--- src/hdl/qte_pkg.sv ---
// Shared types, constants and helper functions for the quaternion to Euler angle block.
// Depends on nothing; every other file of the block imports it.
package qte_pkg;

  localparam int QUAT_BITS_DEF     = 16;
  localparam int ANGLE_BITS_DEF    = 16;
  localparam int CORDIC_STAGES_DEF = 16;

  // CORDIC datapath width, square root width and step counts
  localparam int CW         = 64;
  localparam int SQ_W       = 62;
  localparam int SQ_STEPS   = 31;
  localparam int NORM_STEPS = 6;
  localparam int ANG_W      = 32;

  localparam logic [ANG_W-1:0] RIGHT_ANGLE = 32'h4000_0000;

  // One vectoring lane: vector, accumulated angle, and a flag for a finished angle
  typedef struct packed {
    logic signed [CW-1:0] x;
    logic signed [CW-1:0] y;
    logic [ANG_W-1:0]     ang;
    logic                 done;
  } vec_t;

  // Everything one sample carries down the cell chains
  typedef struct packed {
    logic pose;
    logic sat;
    vec_t roll;
    vec_t pitch;
    vec_t yaw;
  } beat_t;

  // Square root state: remainder and partial root
  typedef struct packed {
    logic [SQ_W-1:0] v;
    logic [SQ_W-1:0] r;
  } sqst_t;

  localparam logic [ANG_W-1:0] ARC_TAB [32] = '{
    32'h20000000, 32'h12E4051E, 32'h09FB385B, 32'h051111D4, 32'h028B0D43, 32'h0145D7E1,
    32'h00A2F61E, 32'h00517C55, 32'h0028BE53, 32'h00145F2F, 32'h000A2F98, 32'h000517CC,
    32'h00028BE6, 32'h000145F3, 32'h0000A2FA, 32'h0000517D, 32'h000028BE, 32'h0000145F,
    32'h00000A30, 32'h00000518, 32'h0000028C, 32'h00000146, 32'h000000A3, 32'h00000051,
    32'h00000029, 32'h00000014, 32'h0000000A, 32'h00000005, 32'h00000003, 32'h00000001,
    32'h00000001, 32'h00000000
  };

  function automatic logic [ANG_W-1:0] arc_at(input logic [4:0] i);
    return ARC_TAB[i];
  endfunction

  function automatic logic [CW-1:0] vmag(input logic signed [CW-1:0] v);
    return v[CW-1] ? CW'(-v) : CW'(v);
  endfunction

endpackage

--- src/hdl/qte_cordic_cell.sv ---
// One vectoring CORDIC iteration for all three lanes; finished lanes pass unchanged.
// Depends on qte_pkg.
module qte_cordic_cell import qte_pkg::*; #(
  parameter int I = 0
) (
  input  logic  clk_i,
  input  logic  rst_ni,
  input  logic  vld_i,
  input  beat_t beat_i,
  output logic  vld_o,
  output beat_t beat_o
);

  localparam logic [ANG_W-1:0] ARC = arc_at(5'(I));

  logic  vld_q;
  beat_t beat_d, beat_q;

  function automatic vec_t rot_lane(input vec_t v);
    vec_t                 o;
    logic signed [CW-1:0] dx;
    logic signed [CW-1:0] dy;
    o  = v;
    dx = v.x >>> I;
    dy = v.y >>> I;
    if (!v.done) begin
      if (v.y > 0) begin
        o.x   = v.x + dy;
        o.y   = v.y - dx;
        o.ang = v.ang + ARC;
      end else begin
        o.x   = v.x - dy;
        o.y   = v.y + dx;
        o.ang = v.ang - ARC;
      end
    end
    return o;
  endfunction

  always_comb begin
    beat_d       = beat_i;
    beat_d.roll  = rot_lane(beat_i.roll);
    beat_d.pitch = rot_lane(beat_i.pitch);
    beat_d.yaw   = rot_lane(beat_i.yaw);
  end

  always_ff @(posedge clk_i or negedge rst_ni) begin
    if (!rst_ni) begin
      vld_q <= 1'b0;
    end else begin
      vld_q <= vld_i;
    end
  end

  always_ff @(posedge clk_i) begin
    beat_q <= beat_d;
  end

  assign vld_o  = vld_q;
  assign beat_o = beat_q;

endmodule

--- config.mk ---
export PLATFORM = sky130hd
export DESIGN_NAME = qte_cordic_cell
export DESIGN_NICKNAME = d
export VERILOG_FILES = /design/src/hdl/qte_pkg.sv /design/src/hdl/qte_cordic_cell.sv
export SDC_FILE = /design/constraint.sdc
export NUM_CORES = 2
export LEC_CHECK = 0
export ABC_AREA = 1
export BUFFER_PORTS_ARGS = -buffer_cell sky130_fd_sc_hd__buf_2
export CAP_MARGIN = 20
export CORE_ASPECT_RATIO = 0.8
export CORE_MARGIN = 2
export CORE_UTILIZATION = 33
export CTS_CLUSTER_SIZE = 16
export DETAILED_ROUTE_END_ITERATION = 10
export PLACE_DENSITY = 0.64
export SLEW_MARGIN = 20
export SYNTH_ARGS = -nofsm -noshare
export SYNTH_HDL_FRONTEND = slang
export SYNTH_SLANG_ARGS = --single-unit
--- constraint.sdc ---
create_clock -name clk_i -period 0.8 [get_ports clk_i]
set_input_delay 0.04 -clock clk_i [delete_from_list [all_inputs] [get_ports clk_i]]
set_output_delay 0.04 -clock clk_i [all_outputs]
set_load 0.005 [all_outputs]
==> impl_metrics.json <==
{
  "outcome": "finished with violations",
  "violations": "hold timing, setup timing",
  "synthTopCellsByArea": "nand2_1, inv_1, dfxtp_1",
  "final.setup.worst_slack_ns": -0.840,
  "path_max_fanout": 7,
  "grt_pass1_vias": 94639,
  "die_x_um": 516,
  "dp_cells": 19470,
  "grt_antenna_before_repair": 46,
  "p_sw_frac": 0.464,
  "wl_per_cell_um": 23.7,
  "synth_cell_types": 45,
  "synth_warnings": 0,
  "intPower_mw": 82.7,
  "viasPerCell": 5.06,
  "ios": 974,
  "path_clk_slew_ns": 0.06,
  "synthCells": 12998,
  "vias": 103397,
  "ant_nets": 0,
  "crit_arrival_ns": 2.26,
  "finalInstanceArea_um2": 121000,
  "wl_um": 485000,
  "fp.coreArea_um2": 209000,
  "overflow": 0,
  "crit_type": "input pin to flop",
  "num-nets-final": 18662,
  "yosysSeqAreaShare": 0.141,
  "post-route-period-util": 2.05,
  "worstPathRequired_ns": 1.42,
  "rsz0062_at_grt": "true",
  "avgSynthCellArea_um2": 5.32,
  "die_area_um2": 213000,
  "slew_headroom": 0.211,
  "synth_top_area_frac": 0.286,
  "io_buffers": 973,
  "dr.pass1.iters": 9,
  "cts-htree-levels": 2,
  "hpwl_um": 406000,
  "fmax_mhz": 610,
  "cts_sinks": 486,
  "vdd_ir_drop_max_mv": 2.03,
  "grt_max_degree": 35,
  "synthFlopType": "dfxtp_1",
  "grt_usage": 0.430,
  "area_delta_synth_final_pct": 75.6,
  "maxSlewViolCount": 0,
  "worstMarginPinSlew_ns": 1.18,
  "cts_buffer_depth": 3,
  "cts-root-buf": "clkbuf_16",
  "fill_cells": 20763,
  "worstSetupEndpointType": "flop",
  "hp-class": "input pin to flop",
  "pwr-share-clk": 0.202,
  "finalHoldViolations": 36,
  "syn_area_um2": 69100,
  "ys_ff_latch": 486,
  "fin_cells": 20439,
  "max_cap_violations": 0,
  "hold-worst-slack_ns": -0.258,
  "power_density_nw_per_um2": 1270,
  "synthArstFlopShare": 0.00206,
  "start_util": 0.331,
  "seq_power_share": 0.187,
  "fp.dieH_um": 413,
  "drc_errors": 0,
  "power_frac_comb": 0.611,
  "cp-start-kind": "input pin",
  "synthTopCellsByCount": "nand2_1, inv_1, nand3_1",
  "drt_iter0_markers": 13249,
  "place_area_um2": 103000,
  "synth_top_area_cell": "nand2_1",
  "synth_fp_nets": 14116,
  "switchingPower_mw": 71.5,
  "gp_congestion": 1.16,
  "grt_pass1_wl_um": 659000,
  "rows": 150,
  "cts_buffers": 61,
  "drive_above_1_share": 0.383,
  "yosys.cell_count.top_type": "nand2_1",
  "cts_tree": "done",
  "p_leak_nw": 67.2,
  "finalSetupViolCount": 878,
  "period_minus_slack_ns": 1.64,
  "synth_edf_count": 0
}
[final timing paths]
path                              from           to  slack, ns  depth (start not counted)
min in group asynchronous       rst_ni        vld_o       0.11                          3
max in group asynchronous       rst_ni        vld_o       0.59                          3
worst max-delay path       beat_i[359]  beat_o[376]      -0.84                         14
worst min-delay path       beat_i[322]  beat_o[423]      -0.26                          4
[stage by stage]
step                setup slack, ns  total power [mW]  setup TNS [ns]  utilization  hold slack [ns]
global placement              -2.02               108         -648.89        0.495           -0.186
global route                 -0.836               160         -525.50        0.582           -0.276
floorplan                    -0.841              63.8         -291.16            -           -0.256
detailed placement            -2.01               108         -650.28        0.495           -0.184
finish                       -0.840               154         -489.58        0.582           -0.258
CTS                          -0.681               146         -474.44        0.559           -0.316
[final cells by class]
class | count | area [µm²] | share of cell area
Multi-Input combinational cell | 9501 | 57000 | 0.470
Timing Repair Buffer | 4831 | 38600 | 0.318
Inverter | 2662 | 10200 | 0.0844
Sequential cell | 486 | 9780 | 0.0806
Tap cell | 2812 | 3520 | 0.0290
Clock buffer | 69 | 1610 | 0.0132
Clock inverter | 45 | 499 | 0.00411
Antenna cell | 32 | 80.1 | 0.000660
Timing Repair inverter | 1 | 8.76 | 0.0000722
[kinds of logic after synthesis]
family,share of synthesized area
AO/OA/AOI/OAI,0.0890
buffers and inverters,0.177
AND/OR/NAND/NOR,0.449
XOR/XNOR,0.0290
flip-flops,0.141
adder cells (fa/ha/maj),0.115
[cell usage in the layout (no fill, tap or decap), drive strengths merged, types with 140 or more instances in the layout]
cell,synthesis,layout
a21oi,555,555
buf,283,4150
dfxtp,485,485
dlygate4sd3,0,664
ha,618,618
inv,2659,2660
nand2,5335,5335
nand3,948,948
nand4,140,140
nor2,924,924
o21ai,409,409
xor2,223,223
[registers in the layout, indices dropped and copies added, names as in the netlist]
signal  cells
vld_o       1
beat_o    485
[critical path, cell delays in order]
cell,delay [ns]
buf_2,0.11
inv_1,0.12
ha_4,0.27
nand2_1,0.15
nor2_2,0.06
buf_4,0.14
nand2_1,0.06
nand3_1,0.12
buf_6,0.16
nand2_2,0.07
nand3b_4,0.11
xor2_1,0.15
o211ai_1,0.52
o21ai_2,0.16
[metal layers]
| layer | track usage | share of wire | vias to the layer above |
|---|---|---|---|
| met5 | 0 | 0.00088 | - |
| li1 | - | - | 48381 |
| met1 | 0.603 | 0.42 | 47788 |
| met3 | 0.148 | 0.14 | 1014 |
| met4 | 0.200 | 0.057 | 28 |
| met2 | 0.577 | 0.38 | 6186 |
[what timing repair did]
action                      CTS  global route
hold buffers                653            12
hold endpoints to repair    481            64
resized for setup          1120          1173
buffers inserted             74            88
gates cloned                  4             1
setup endpoints to repair   870           878
pin swaps                   185           366
[power groups by stage]
stage	Combinational [mW]	Clock (mW)	Sequential, mW
6_report	94.3	31.1	28.8
2_1_floorplan	35.1	0	28.7
4_1_cts	86.1	31.2	28.7
3_3_place_gp	79.3	0	29.2
3_5_place_dp	79.1	0	29.2
5_1_grt	98.6	32.2	28.9
Power figures use the tool's default switching activity.
