===== src/hdl/qte_pkg.sv =====
// Shared types, constants and helper functions for the quaternion to Euler angle block.
// Depends on nothing; every other file of the block imports it.
package qte_pkg;

  localparam int QUAT_BITS_DEF     = 16;
  localparam int ANGLE_BITS_DEF    = 16;
  localparam int CORDIC_STAGES_DEF = 16;

  // CORDIC datapath width, square root width and step counts
  localparam int CW         = 64;
  localparam int SQ_W       = 62;
  localparam int SQ_STEPS   = 31;
  localparam int NORM_STEPS = 6;
  localparam int ANG_W      = 32;

  localparam logic [ANG_W-1:0] RIGHT_ANGLE = 32'h4000_0000;

  // One vectoring lane: vector, accumulated angle, and a flag for a finished angle
  typedef struct packed {
    logic signed [CW-1:0] x;
    logic signed [CW-1:0] y;
    logic [ANG_W-1:0]     ang;
    logic                 done;
  } vec_t;

  // Everything one sample carries down the cell chains
  typedef struct packed {
    logic pose;
    logic sat;
    vec_t roll;
    vec_t pitch;
    vec_t yaw;
  } beat_t;

  // Square root state: remainder and partial root
  typedef struct packed {
    logic [SQ_W-1:0] v;
    logic [SQ_W-1:0] r;
  } sqst_t;

  localparam logic [ANG_W-1:0] ARC_TAB [32] = '{
    32'h20000000, 32'h12E4051E, 32'h09FB385B, 32'h051111D4, 32'h028B0D43, 32'h0145D7E1,
    32'h00A2F61E, 32'h00517C55, 32'h0028BE53, 32'h00145F2F, 32'h000A2F98, 32'h000517CC,
    32'h00028BE6, 32'h000145F3, 32'h0000A2FA, 32'h0000517D, 32'h000028BE, 32'h0000145F,
    32'h00000A30, 32'h00000518, 32'h0000028C, 32'h00000146, 32'h000000A3, 32'h00000051,
    32'h00000029, 32'h00000014, 32'h0000000A, 32'h00000005, 32'h00000003, 32'h00000001,
    32'h00000001, 32'h00000000
  };

  function automatic logic [ANG_W-1:0] arc_at(input logic [4:0] i);
    return ARC_TAB[i];
  endfunction

  function automatic logic [CW-1:0] vmag(input logic signed [CW-1:0] v);
    return v[CW-1] ? CW'(-v) : CW'(v);
  endfunction

endpackage


===== src/hdl/qte_norm_cell.sv =====
// One step of the normalizing shift for all three lanes: shift left by SH while the
// larger magnitude stays below 2^59. Depends on qte_pkg.
module qte_norm_cell import qte_pkg::*; #(
  parameter int SH = 32
) (
  input  logic  clk_i,
  input  logic  rst_ni,
  input  logic  vld_i,
  input  beat_t beat_i,
  output logic  vld_o,
  output beat_t beat_o
);

  localparam logic [CW-1:0] LIMIT = CW'(1) << (59 - SH);

  logic  vld_q;
  beat_t beat_d, beat_q;

  function automatic vec_t norm_lane(input vec_t v);
    vec_t          o;
    logic [CW-1:0] m;
    o = v;
    m = vmag(v.x) | vmag(v.y);
    if (!v.done && (m < LIMIT)) begin
      o.x = v.x <<< SH;
      o.y = v.y <<< SH;
    end
    return o;
  endfunction

  always_comb begin
    beat_d       = beat_i;
    beat_d.roll  = norm_lane(beat_i.roll);
    beat_d.pitch = norm_lane(beat_i.pitch);
    beat_d.yaw   = norm_lane(beat_i.yaw);
  end

  always_ff @(posedge clk_i or negedge rst_ni) begin
    if (!rst_ni) begin
      vld_q <= 1'b0;
    end else begin
      vld_q <= vld_i;
    end
  end

  always_ff @(posedge clk_i) begin
    beat_q <= beat_d;
  end

  assign vld_o  = vld_q;
  assign beat_o = beat_q;

endmodule


===== config.mk =====
export PLATFORM = sky130hd
export DESIGN_NAME = qte_norm_cell
export DESIGN_NICKNAME = d
export VERILOG_FILES = /design/src/hdl/qte_pkg.sv /design/src/hdl/qte_norm_cell.sv
export SDC_FILE = /design/constraint.sdc
export NUM_CORES = 1
export LEC_CHECK = 0
export BUFFER_PORTS_ARGS = -buffer_cell sky130_fd_sc_hd__buf_4
export CAP_MARGIN = 20
export CORE_AREA = 2 2 379 381
export CTS_CLUSTER_SIZE = 20
export DETAILED_ROUTE_END_ITERATION = 16
export DIE_AREA = 0 0 381 383
export GPL_ROUTABILITY_DRIVEN = 0
export GPL_TIMING_DRIVEN = 0
export PLACE_DENSITY = 0.36
export SLEW_MARGIN = 30
export SYNTH_ARGS = -nofsm -noshare
export SYNTH_HDL_FRONTEND = slang
export SYNTH_SLANG_ARGS = --single-unit

===== constraint.sdc =====
create_clock -name clk_i -period 0.8 [get_ports clk_i]
set_input_delay 0.2 -clock clk_i [delete_from_list [all_inputs] [get_ports clk_i]]
set_output_delay 0.2 -clock clk_i [all_outputs]
set_load 0.02 [all_outputs]

==> results.cfg <==
[status]
status = finished with violations
violations = negative setup slack

[critical_path]
criticalPathCategory = in2reg
cp_data_required_time_ps = 1320
start_kind = primary input
critPathCaptureType = flip-flop
crit_arrival_ps = 4270
crit_path_max_fanout = 7
crit_path_end = beat_o[393]$_DFF_P_
startpoint = beat_i[451]

[detailed_routing]
drtPass1Iterations = 5
wirelength_um = 133000
wl_per_cell_um = 23.4
drcViolationCount = 0
drt-initial-drc-count = 1538
via_count = 24300
vias_per_cell = 4.27
ant_nets = 0

[sta]
hold_ws_ps = 65.8
tightest_slew_ps = 989
final.setup.tns_ps = -1210870
rsz0062_at_grt = true
report.final.slew_viol_count = 0
period_needed_ps = 3750
hold_viol = 0
min_period_over_period_pct = 469
finalWorstSetupSlack_ps = -2950
relSlewSlack_pct = 34.0
fmax_ghz = 0.266
setup_viol = 840

[clocking]
clockBufferDepth = 3
cts_tree = yes
clock_sinks = 486
htree_levels = 2
root_buffer = clkbuf_16
numCtsBuffers = 60
clk_transition_reported_paths_ps = 60

[die]
initial_core_util_pct = 14.3
ios = 974
die_w_um = 381
dieArea_um2 = 146000
core_um2 = 142000
die_h_um = 383
fp-row-count = 139

[pwr]
leakagePower_nw = 17.7
internal_power_mw = 49.2
peakVddDrop_v = 0.00178
switching_share_pct = 28.6
sequentialPowerShare_pct = 38.3
power.switching_mw = 19.7
total_power_mw = 68.9
pwr-share-clk_pct = 41.3
combinationalPowerShare_pct = 20.4
powerDensity_nw_per_um2 = 1590

[placed_design]
hpwl_um = 98900
io_buffers = 929
place_inst = 4986

[final_layout]
nNetsFinal = 4222
drive_gt1_share_pct = 55.9
syn_to_final_growth_pct = 113
seqCellArea_um2 = 10300
multi_input_area_um2 = 11800
fillers = 15100
instances_no_fill = 5689

[synth]
yosysWarnings = 0
syn_area_um2 = 20400
syn_inst = 2152
synth_area_leaders = dfxtp_1 48%, mux2_2 7.0%, nor2b_1 4.0%
ys.flop_type = dfxtp_1
ys_seq_area_share_pct = 47.8
synth_cell_types = 79
synth_common_cells = 485 x dfxtp_1, 142 x nor2_1, 129 x nor2b_1
netlist.area_leader.share_pct = 47.7
synth-async-reset-ratio_pct = 0.206
synthMostInstantiatedCell = dfxtp_1
syn-num-nets = 2640
syn_avg_cell_area_um2 = 9.47
synth-seq-cells = 486
synth_edf_count = 0
synth.largest_area_cell = dfxtp_1

[grt]
grt.total_usage_pct = 17.1
grt_pass1_wl_um = 184000
grt_pass1_vias = 24600
antenna_found_initial = 9
grt_overflow = 0
grt_max_degree = 20

[worst_hold_path]
min_path_type = in2reg
min_path_cells = 2

[job]
cap_violations = 0
## power groups by stage
stage	sequential [mW]	clock, mW	combinational [mW]
2_1_floorplan	28.1	0	2.49
3_3_place_gp	26.4	0	10.7
3_5_place_dp	26.4	0	10.6
4_1_cts	26.1	29.4	13.3
5_1_grt	26.5	30.3	14.7
6_report	26.4	28.5	14.0
## layout by cell type, fill, tap and decap left out, types with 28 or more instances in the layout
| cell type | netlist | routed |
|---|---|---|
| a21oi_1 | 61 | 61 |
| a31oi_1 | 31 | 30 |
| and2_1 | 71 | 30 |
| and2_4 | 0 | 41 |
| buf_12 | 0 | 36 |
| buf_4 | 2 | 494 |
| buf_6 | 6 | 523 |
| clkbuf_1 | 124 | 81 |
| clkbuf_16 | 0 | 83 |
| dfxtp_2 | 0 | 477 |
| dlygate4sd3_1 | 0 | 456 |
| inv_1 | 35 | 35 |
| mux2_4 | 0 | 142 |
| nand2_1 | 92 | 91 |
| nand3_1 | 66 | 58 |
| nand4_1 | 49 | 49 |
| nor2_1 | 142 | 134 |
| nor2b_1 | 129 | 103 |
| nor3_1 | 113 | 93 |
| nor4_1 | 109 | 59 |
| nor4_2 | 0 | 28 |
| o21ai_0 | 59 | 53 |
## critical path: stages
cell,delay [ps]
buf_12,100
or4_4,550
or3_4,410
or3_4,360
nor2_4,130
buf_6,130
a31oi_4,80
nor4_4,380
o2111ai_2,140
or4_1,530
or4_4,570
buf_12,190
buf_16,170
mux2_4,290
## per-layer routing
layer  part of all wire (%)  global-route usage, %  wire length, um
met5                 0.0075                      0               10
met4                    2.8                   4.24             3770
met3                    6.9                   3.63             9260
met2                     52                   31.6            68800
met1                     39                   19.8            51500
## kinds of logic after synthesis
logic type / share of synthesized area (%)
and+or+nand+nor: 25.9
DFF: 47.8
AOI/OAI and AO/OA: 11.9
muxes: 10.0
buffers and inverters: 3.70
xor gates and xnor gates: 0.688
## worst min path at each step
| stage | from | slack, ps | endpoint |
|---|---|---|---|
| 3_5_place_dp | rst_ni | -20 | vld_o$_DFF_PN0_ |
| 6_report | beat_i[240] | 70 | beat_o[240]$_DFF_P_ |
| 2_1_floorplan | rst_ni | -100 | vld_o$_DFF_PN0_ |
| 5_1_grt | beat_i[221] | 40 | beat_o[221]$_SDFF_PP0_ |
| 4_1_cts | beat_i[215] | -340 | beat_o[247]$_DFF_P_ |
| 3_3_place_gp | rst_ni | -20 | vld_o$_DFF_PN0_ |
## sequential cells by signal (all words and copies together), names as in the netlist
| name | cells |
|---|---|
| vld_o | 1 |
| beat_o | 485 |
## layout make-up
cell class	count	share of cell area, %
Timing Repair Buffer	1539	35.8
Multi-Input combinational cell	1483	27.2
Sequential cell	486	23.9
Tap cell	1903	5.49
Clock buffer	84	4.02
Buffer	128	2.62
Clock inverter	27	0.716
Inverter	36	0.312
Antenna cell	3	0.0173
## stage by stage
| step | cell area (um^2) | worst slack [ps] | utilization, % |
|---|---|---|---|
| after floorplan | 21200 | -3150 | - |
| after global placement | 30600 | -5030 | 21.5 |
| after detailed placement | 30600 | -4530 | 21.5 |
| after CTS | 40800 | -2850 | 28.7 |
| after global routing | 43300 | -2930 | 30.5 |
| final | 43300 | -2950 | 30.5 |
## timing repair
item                                   CTS  global route
endpoints found under the hold margin  480             2
buffers inserted                        82            50
gates cloned                            28             8
setup endpoints to repair              840           840
resized for setup                      699           796
pin swaps                               44            35
hold buffers                           454             2
Note: power is estimated with default switching activity, not from simulation.
