### src/hdl/qte_pkg.sv
// Shared types, constants and helper functions for the quaternion to Euler angle block.
// Depends on nothing; every other file of the block imports it.
package qte_pkg;

  localparam int QUAT_BITS_DEF     = 16;
  localparam int ANGLE_BITS_DEF    = 16;
  localparam int CORDIC_STAGES_DEF = 16;

  // CORDIC datapath width, square root width and step counts
  localparam int CW         = 64;
  localparam int SQ_W       = 62;
  localparam int SQ_STEPS   = 31;
  localparam int NORM_STEPS = 6;
  localparam int ANG_W      = 32;

  localparam logic [ANG_W-1:0] RIGHT_ANGLE = 32'h4000_0000;

  // One vectoring lane: vector, accumulated angle, and a flag for a finished angle
  typedef struct packed {
    logic signed [CW-1:0] x;
    logic signed [CW-1:0] y;
    logic [ANG_W-1:0]     ang;
    logic                 done;
  } vec_t;

  // Everything one sample carries down the cell chains
  typedef struct packed {
    logic pose;
    logic sat;
    vec_t roll;
    vec_t pitch;
    vec_t yaw;
  } beat_t;

  // Square root state: remainder and partial root
  typedef struct packed {
    logic [SQ_W-1:0] v;
    logic [SQ_W-1:0] r;
  } sqst_t;

  localparam logic [ANG_W-1:0] ARC_TAB [32] = '{
    32'h20000000, 32'h12E4051E, 32'h09FB385B, 32'h051111D4, 32'h028B0D43, 32'h0145D7E1,
    32'h00A2F61E, 32'h00517C55, 32'h0028BE53, 32'h00145F2F, 32'h000A2F98, 32'h000517CC,
    32'h00028BE6, 32'h000145F3, 32'h0000A2FA, 32'h0000517D, 32'h000028BE, 32'h0000145F,
    32'h00000A30, 32'h00000518, 32'h0000028C, 32'h00000146, 32'h000000A3, 32'h00000051,
    32'h00000029, 32'h00000014, 32'h0000000A, 32'h00000005, 32'h00000003, 32'h00000001,
    32'h00000001, 32'h00000000
  };

  function automatic logic [ANG_W-1:0] arc_at(input logic [4:0] i);
    return ARC_TAB[i];
  endfunction

  function automatic logic [CW-1:0] vmag(input logic signed [CW-1:0] v);
    return v[CW-1] ? CW'(-v) : CW'(v);
  endfunction

endpackage

### src/hdl/qte_sqrt_cell.sv
// One bit of the pipelined integer square root; the rest of the beat rides along.
// Depends on qte_pkg.
module qte_sqrt_cell import qte_pkg::*; #(
  parameter int BIT_POS = 60
) (
  input  logic  clk_i,
  input  logic  rst_ni,
  input  logic  vld_i,
  input  beat_t beat_i,
  input  sqst_t sq_i,
  output logic  vld_o,
  output beat_t beat_o,
  output sqst_t sq_o
);

  localparam logic [SQ_W-1:0] BIT = SQ_W'(1) << BIT_POS;

  logic            vld_q;
  beat_t           beat_q;
  sqst_t           sq_d, sq_q;
  logic [SQ_W-1:0] trial;

  always_comb begin
    trial = sq_i.r + BIT;
    if (sq_i.v >= trial) begin
      sq_d.v = sq_i.v - trial;
      sq_d.r = (sq_i.r >> 1) + BIT;
    end else begin
      sq_d.v = sq_i.v;
      sq_d.r = sq_i.r >> 1;
    end
  end

  always_ff @(posedge clk_i or negedge rst_ni) begin
    if (!rst_ni) begin
      vld_q <= 1'b0;
    end else begin
      vld_q <= vld_i;
    end
  end

  always_ff @(posedge clk_i) begin
    beat_q <= beat_i;
    sq_q   <= sq_d;
  end

  assign vld_o  = vld_q;
  assign beat_o = beat_q;
  assign sq_o   = sq_q;

endmodule

### config.mk
export PLATFORM = sky130hd
export DESIGN_NAME = qte_sqrt_cell
export DESIGN_NICKNAME = d
export VERILOG_FILES = /design/src/hdl/qte_pkg.sv /design/src/hdl/qte_sqrt_cell.sv
export SDC_FILE = /design/constraint.sdc
export NUM_CORES = 1
export LEC_CHECK = 0
export BUFFER_PORTS_ARGS = -buffer_cell sky130_fd_sc_hd__buf_2
export CAP_MARGIN = 20
export CORE_AREA = 2 2 472 474
export CTS_CLUSTER_DIAMETER = 40
export DETAILED_ROUTE_END_ITERATION = 10
export DIE_AREA = 0 0 474 476
export MAX_ROUTING_LAYER = met4
export PLACE_DENSITY = 0.36
export SETUP_SLACK_MARGIN = 0.02
export SKIP_CTS_REPAIR_TIMING = 1
export SLEW_MARGIN = 10
export SYNTH_ARGS = -nofsm -noshare
export SYNTH_HDL_FRONTEND = slang
export SYNTH_SLANG_ARGS = --single-unit
export TNS_END_PERCENT = 100
### constraint.sdc
create_clock -name clk_i -period 1 [get_ports clk_i]
set_input_delay 0.1 -clock clk_i [delete_from_list [all_inputs] [get_ports clk_i]]
set_output_delay 0.1 -clock clk_i [all_outputs]
set_load 0.02 [all_outputs]
==> metrics.txt, run 1 <==
gr ovfl total 0; Starting Density 7.86%; async set-reset flop share out of synthesis 0.164%; share of layout cells above drive strength 1 62.2%; initial antenna violation count 88; Final Hold Violating Endpoints 16; Rows 173; Pins Over Slew Limit 0; GR Util met1 12.7%; max cap viols 0; GRT Max-Usage Layer met2; synth top area cells dfxtp_1 (70%), mux2_4 (4.8%), ha_1 (4.5%), a21oi_1 (2.4%), xnor2_1 (2.0%); Setup crit end kind flop; DR WL/cell 23.5 µm; Setup CP Type in -> reg; M2 GR Usage 24.1%; met3 usage 6.00%; vias per cell 2.98; Post-synth EDFFs 0; CP arrival 3.25 ns; Die Area 226000 µm²; Final #Nets 4653; vias 21237; post-synth top area cell dfxtp_1; post-detail-place hpwl 137 mm; pre-CTS setup slack -2.89 ns; Detail Route Antenna Nets 0; largest net degree at the start of global routing 17; final worst slack -1.63 ns; Post-Syn Area 17400 µm²; Critical Path Start Type input port; Worst Max-Slew Pin Slew 0.929 ns; TNS Setup -301.40 ns; top post-synthesis cells by count dfxtp_1 (609), a21oi_1 (82), inv_1 (74); total track usage 13.6%; failing checks hold timing, setup timing; Syn Area/Cell 13.3 µm²; YS warnings 0; PortBufs 1221; vias in the first global route 18219; CTS buffer count 145; Leak 22.2 nW; Layout Area Growth over Synthesis 189%; area share of the largest cell type after synthesis 70.2%; WL final 167 mm; Mapped Nets 1983; register area share after synthesis 70.3%; H-Tree Level Count 4; top-count cell post-synth dfxtp_1; fmax 380 MHz; post-layout min period 2.63 ns; Die Ht 476 µm; Main synth FF type dfxtp_1; Clock Path Buffers 3; WP data required 1.62 ns; Slew HR 37.6%; Ports 1222; RSZ-0062 raised after global routing yes; outcome finished, violations left; Yosys reg bits 610; Mapped Cells 1308; Hold WC Path Type in -> reg; worst hold margin -0.563 ns; Final Setup Violations 674; clock-pin slew on the worst setup and hold paths 0.05 ns; Core Region 221000 µm²; crit path max fanout 8; fin crit share 263%; Yosys cell types 69; DR iter-0 viols 824; Final GP Congestion 0.929; P per Cell Area 1910 nW/µm²; Die Width 474 µm; drt drc 0; CTS sink count 610; maximum vdd drop 1430 µV; first-pass GRT wire length 191 mm; CTS tree yes; first drt pass iteration count 5; Root Driver clkbuf_16
[through the flow]
step	power, W	cell area (µm²)	instances	util, %
after detailed placement	0.0400	29600	5788	13.4
after floorplan	0.0326	17600	1308	-
after global routing	0.0995	50100	7119	22.7
final	0.0959	50200	7124	22.7
after global placement	0.0402	29600	5788	13.4
after CTS	0.0907	34700	6055	15.7
[power by group]
group	total (W)	internal [W]	switching [W]
Combinational	0.0186	0.00998	0.00866
Sequential	0.0275	0.0264	0.00108
Clock	0.0498	0.0319	0.0179
Total	0.0959	0.0683	0.0276
[cells by family (layout without fill, tap and decap cells)]
family | count (synthesis) | after routing | synth area share (%)
xor+xnor | 61 | 61 | 3.08
other cells | 0 | 51 | 0
compound gates | 230 | 230 | 8.55
fa+ha+maj | 63 | 63 | 4.58
flops | 610 | 610 | 70.3
simple gates | 172 | 172 | 4.78
buf+inv | 110 | 2900 | 3.51
mux | 62 | 62 | 5.19
[registers in the layout (all words and copies together), names as in the netlist]
register / cells
vld_o: 1
beat_o: 485
sq_o: 124
[final cells by class]
class | count | area [µm²]
Antenna cell | 51 | 128
Clock buffer | 178 | 3920
Clock inverter | 89 | 1240
Fill cell | 23671 | 171000
Inverter | 74 | 300
Multi-Input combinational cell | 588 | 4850
Sequential cell | 610 | 13100
Tap cell | 2975 | 3720
Timing Repair Buffer | 2559 | 22900
[worst max-delay path: stages]
cell and delay [ns]:
buf_2 0.09, inv_1 0.07, ha_1 0.32, a21o_1 0.25
a31o_2 0.30, a21oi_2 0.35, o21ai_1 0.14, o21ai_2 0.11
a21oi_4 0.10, a31oi_4 0.29, o21ai_2 0.11, a211oi_4 0.29
buf_6 0.20, buf_12 0.15, mux2_4 0.33
[path summary, 6_finish.rpt]
kind	slack, ns	depth (start not counted)	to	start
setup / recovery	-1.63	15	sq_o[70]$_DFF_P_	sq_i[23]
hold / removal	-0.56	1	sq_o[10]$_DFF_P_	sq_i[11]
max in group asynchronous	0.42	3	vld_o$_DFF_PN0_	rst_ni
min in group asynchronous	0.47	3	vld_o$_DFF_PN0_	rst_ni
[routing by layer]
metal | part of all wire, % | routed length, µm
met3 | 7.3 | 12300
met5 | 0 | 0
met2 | 52 | 86400
met1 | 36 | 60500
met4 | 4.9 | 8230
[layout by cell type, fill, tap and decap left out, types with 26 or more instances in the layout]
master,instances
o21ai_0,37
dlygate4sd3_1,1002
a21oi_1,73
xnor2_1,39
dfxtp_4,34
ha_1,45
clkbuf_16,148
diode_2,51
dfxtp_2,574
inv_1,63
buf_6,563
nand2_1,59
buf_2,604
nor2_1,33
buf_8,50
a21o_1,26
mux2_4,55
buf_4,322
Note: power is estimated with default switching activity, not from simulation.
==> inputs of run 2 (changes only) <==
--- a/config.mk
+++ b/config.mk
@@ -19,4 +19,4 @@
 export SYNTH_ARGS = -nofsm -noshare
 export SYNTH_HDL_FRONTEND = slang
 export SYNTH_SLANG_ARGS = --single-unit
-export TNS_END_PERCENT = 100
+export TNS_END_PERCENT = 1
==> run 2 against run 1 <==
  * The flow still finishes with violations (hold timing, setup timing)
  * Total power fell by 4.5%
  * Non-clock buffer count fell by 36
  * Highest routed layer unchanged
  * Global-route usage fell by 0.11 points
  * Die area did not move
  * Sequential power fell by 2%
  * Worst setup slack improved by 0.033 ns
  * Largest power group unchanged
  * First-iteration DRC count fell by 5.3%
  * Clock power fell by 4.6%
  * Clock-buffer cell count fell by 18
==> metrics.txt, run 2 (synthesis results as in run 1) <==
RSZ-0062 raised after global routing yes (unchanged); Rows 173 (unchanged); Core Region 221000 µm² (unchanged); DP Area 29600 µm² (about the same); DR WL/cell 23.3 µm (was 23.5 µm); Fillers 24162 (was 23671); initial antenna violation count 95 (was 88); Critical Path Start Type input port (unchanged); DR iter-0 viols 780 (was 824); fin crit share 260% (was 263%); Worst Setup SP sq_i[11] (was sq_i[23]); Worst Max-Slew Pin Slew 0.888 ns (was 0.929 ns); vias per cell 2.98 (about the same); post-layout min period 2.60 ns (was 2.63 ns); leading cell type in the layout, fill and taps excluded buf_2 (was dlygate4sd3_1); fin cells 7073 (was 7124); Ports 1222 (unchanged); total track usage 13.5% (was 13.6%); Setup crit end kind flop (unchanged); placed cell count 5789 (was 5788); max cap viols 0 (unchanged); first drt pass iteration count 5 (unchanged); Layout Area Growth over Synthesis 167% (was 189%); WL final 165 mm (was 167 mm); Starting Density 7.86% (unchanged); gr ovfl total 0 (unchanged); drt drc 0 (unchanged); P per Cell Area 1970 nW/µm² (was 1910 nW/µm²); vias in the first global route 18013 (was 18219); Clock Path Buffers 3 (unchanged); Final #Nets 4610 (was 4653); post-detail-place hpwl 137 mm (about the same); crit path max fanout 8 (unchanged); Die Ht 476 µm (unchanged); Final Hold Violating Endpoints 18 (was 16); share of layout cells above drive strength 1 52.4% (was 62.2%); Hold WC Path Type in -> reg (unchanged); largest net degree at the start of global routing 17 (unchanged); Final Setup Violations 674 (unchanged); CP arrival 3.24 ns (was 3.25 ns); Die Width 474 µm (unchanged); maximum vdd drop 1480 µV (was 1430 µV); CTS sink count 610 (unchanged); clock-pin slew on the worst setup and hold paths 0.04 ns (was 0.05 ns); Root Driver clkbuf_16 (unchanged); Leak 21.0 nW (was 22.2 nW); Detail Route Antenna Nets 0 (unchanged); CTS tree yes (unchanged); Slew HR 40.3% (was 37.6%); Pins Over Slew Limit 0 (unchanged); Largest register FFs 485 (unchanged); fmax 385 MHz (was 380 MHz); hold wc startpoint sq_i[4] (was sq_i[11]); outcome finished, violations left (unchanged); PortBufs 1221 (unchanged); pre-CTS setup slack -2.85 ns (was -2.89 ns); Setup CP Type in -> reg (unchanged); TNS Setup -313.52 ns (was -301.40 ns); Final GP Congestion 0.929 (about the same); first-pass GRT wire length 188 mm (was 191 mm); most frequent cells in the layout buf_2 (1014), dlygate4sd3_1 (970), dfxtp_1 (415) (was dlygate4sd3_1 (1002), buf_2 (604), dfxtp_2 (574)); worst hold margin -0.548 ns (was -0.563 ns); Die Area 226000 µm² (unchanged); failing checks hold timing, setup timing (unchanged); Finished Cell Area 46400 µm² (was 50200 µm²); H-Tree Level Count 4 (unchanged); WP data required 1.64 ns (was 1.62 ns); CTS buffer count 138 (was 145); vias 21105 (was 21237); final worst slack -1.60 ns (was -1.63 ns)
==> run 2: cell types whose count changed in the layout (fill, tap and decap cells not counted), moves of 8 or more <==
| cell | previous run | this run |
|---|---|---|
| dlygate4sd3_1 | 1002 | 970 |
| dfxtp_2 | 574 | 167 |
| dfxtp_1 | 1 | 415 |
| buf_2 | 604 | 1014 |
| buf_6 | 563 | 153 |
| clkbuf_16 | 148 | 140 |
==> run 2: worst max-delay path, cell delays in order <==
cell	delay, ns
buf_8	0.10
inv_4	0.05
ha_4	0.22
nand4_1	0.20
o311ai_4	0.13
o32a_2	0.39
o31a_4	0.14
o2111ai_2	0.19
buf_6	0.16
a21oi_4	0.08
a31oi_4	0.30
o21ai_2	0.11
a211oi_4	0.30
buf_6	0.22
buf_12	0.16
mux2_4	0.33
==> run 2: cell type report <==
type                       instances  area, µm²  area share (%)
timing repair buffer            2523      20000            43.0
tap                             2975       3720            8.03
inverter                          74        303           0.653
antenna                           47        118           0.254
clock inverter                    96       1230            2.66
clock buffer                     160       3650            7.87
sequential                       610      12500            27.0
multi-input combinational        588       4860            10.5
==> run 2: power by group <==
part,switching (W),leakage (nW),internal (W),total (W)
combinational,0.00859,13.5,0.00847,0.0171
clock,0.0175,2.36,0.0300,0.0475
sequential,0.000802,5.16,0.0262,0.0270
==> run 2: path summary, 6_finish.rpt <==
kind / end / slack [ns] / cells after the start
max in group asynchronous: vld_o$_DFF_PN0_ / 0.45 / 3
worst min-delay path: sq_o[3]$_DFF_P_ / -0.55 / 1
min in group asynchronous: vld_o$_DFF_PN0_ / 0.44 / 3
worst max-delay path: sq_o[70]$_DFF_P_ / -1.60 / 16
==> run 2: per-layer routing <==
metal	GRT usage, %	up-vias	routed length, µm	part of all wire (%)
met1	12.3	9926	59900	36
met3	6.55	316	11900	7.2
met2	23.8	1065	84700	51
li1	-	9798	-	-
met5	-	-	0	0
met4	5.58	0	8620	5.2
==> run 2: metrics by stage <==
stage                     util (%)  total power (W)  hold WS [ns]
after floorplan                  -           0.0326        -0.196
after global placement        13.4           0.0402        -0.103
after detailed placement      13.4           0.0400        -0.104
after CTS                     15.6           0.0886        -0.988
after global routing          21.0           0.0950        -0.624
final                         21.0           0.0916        -0.548
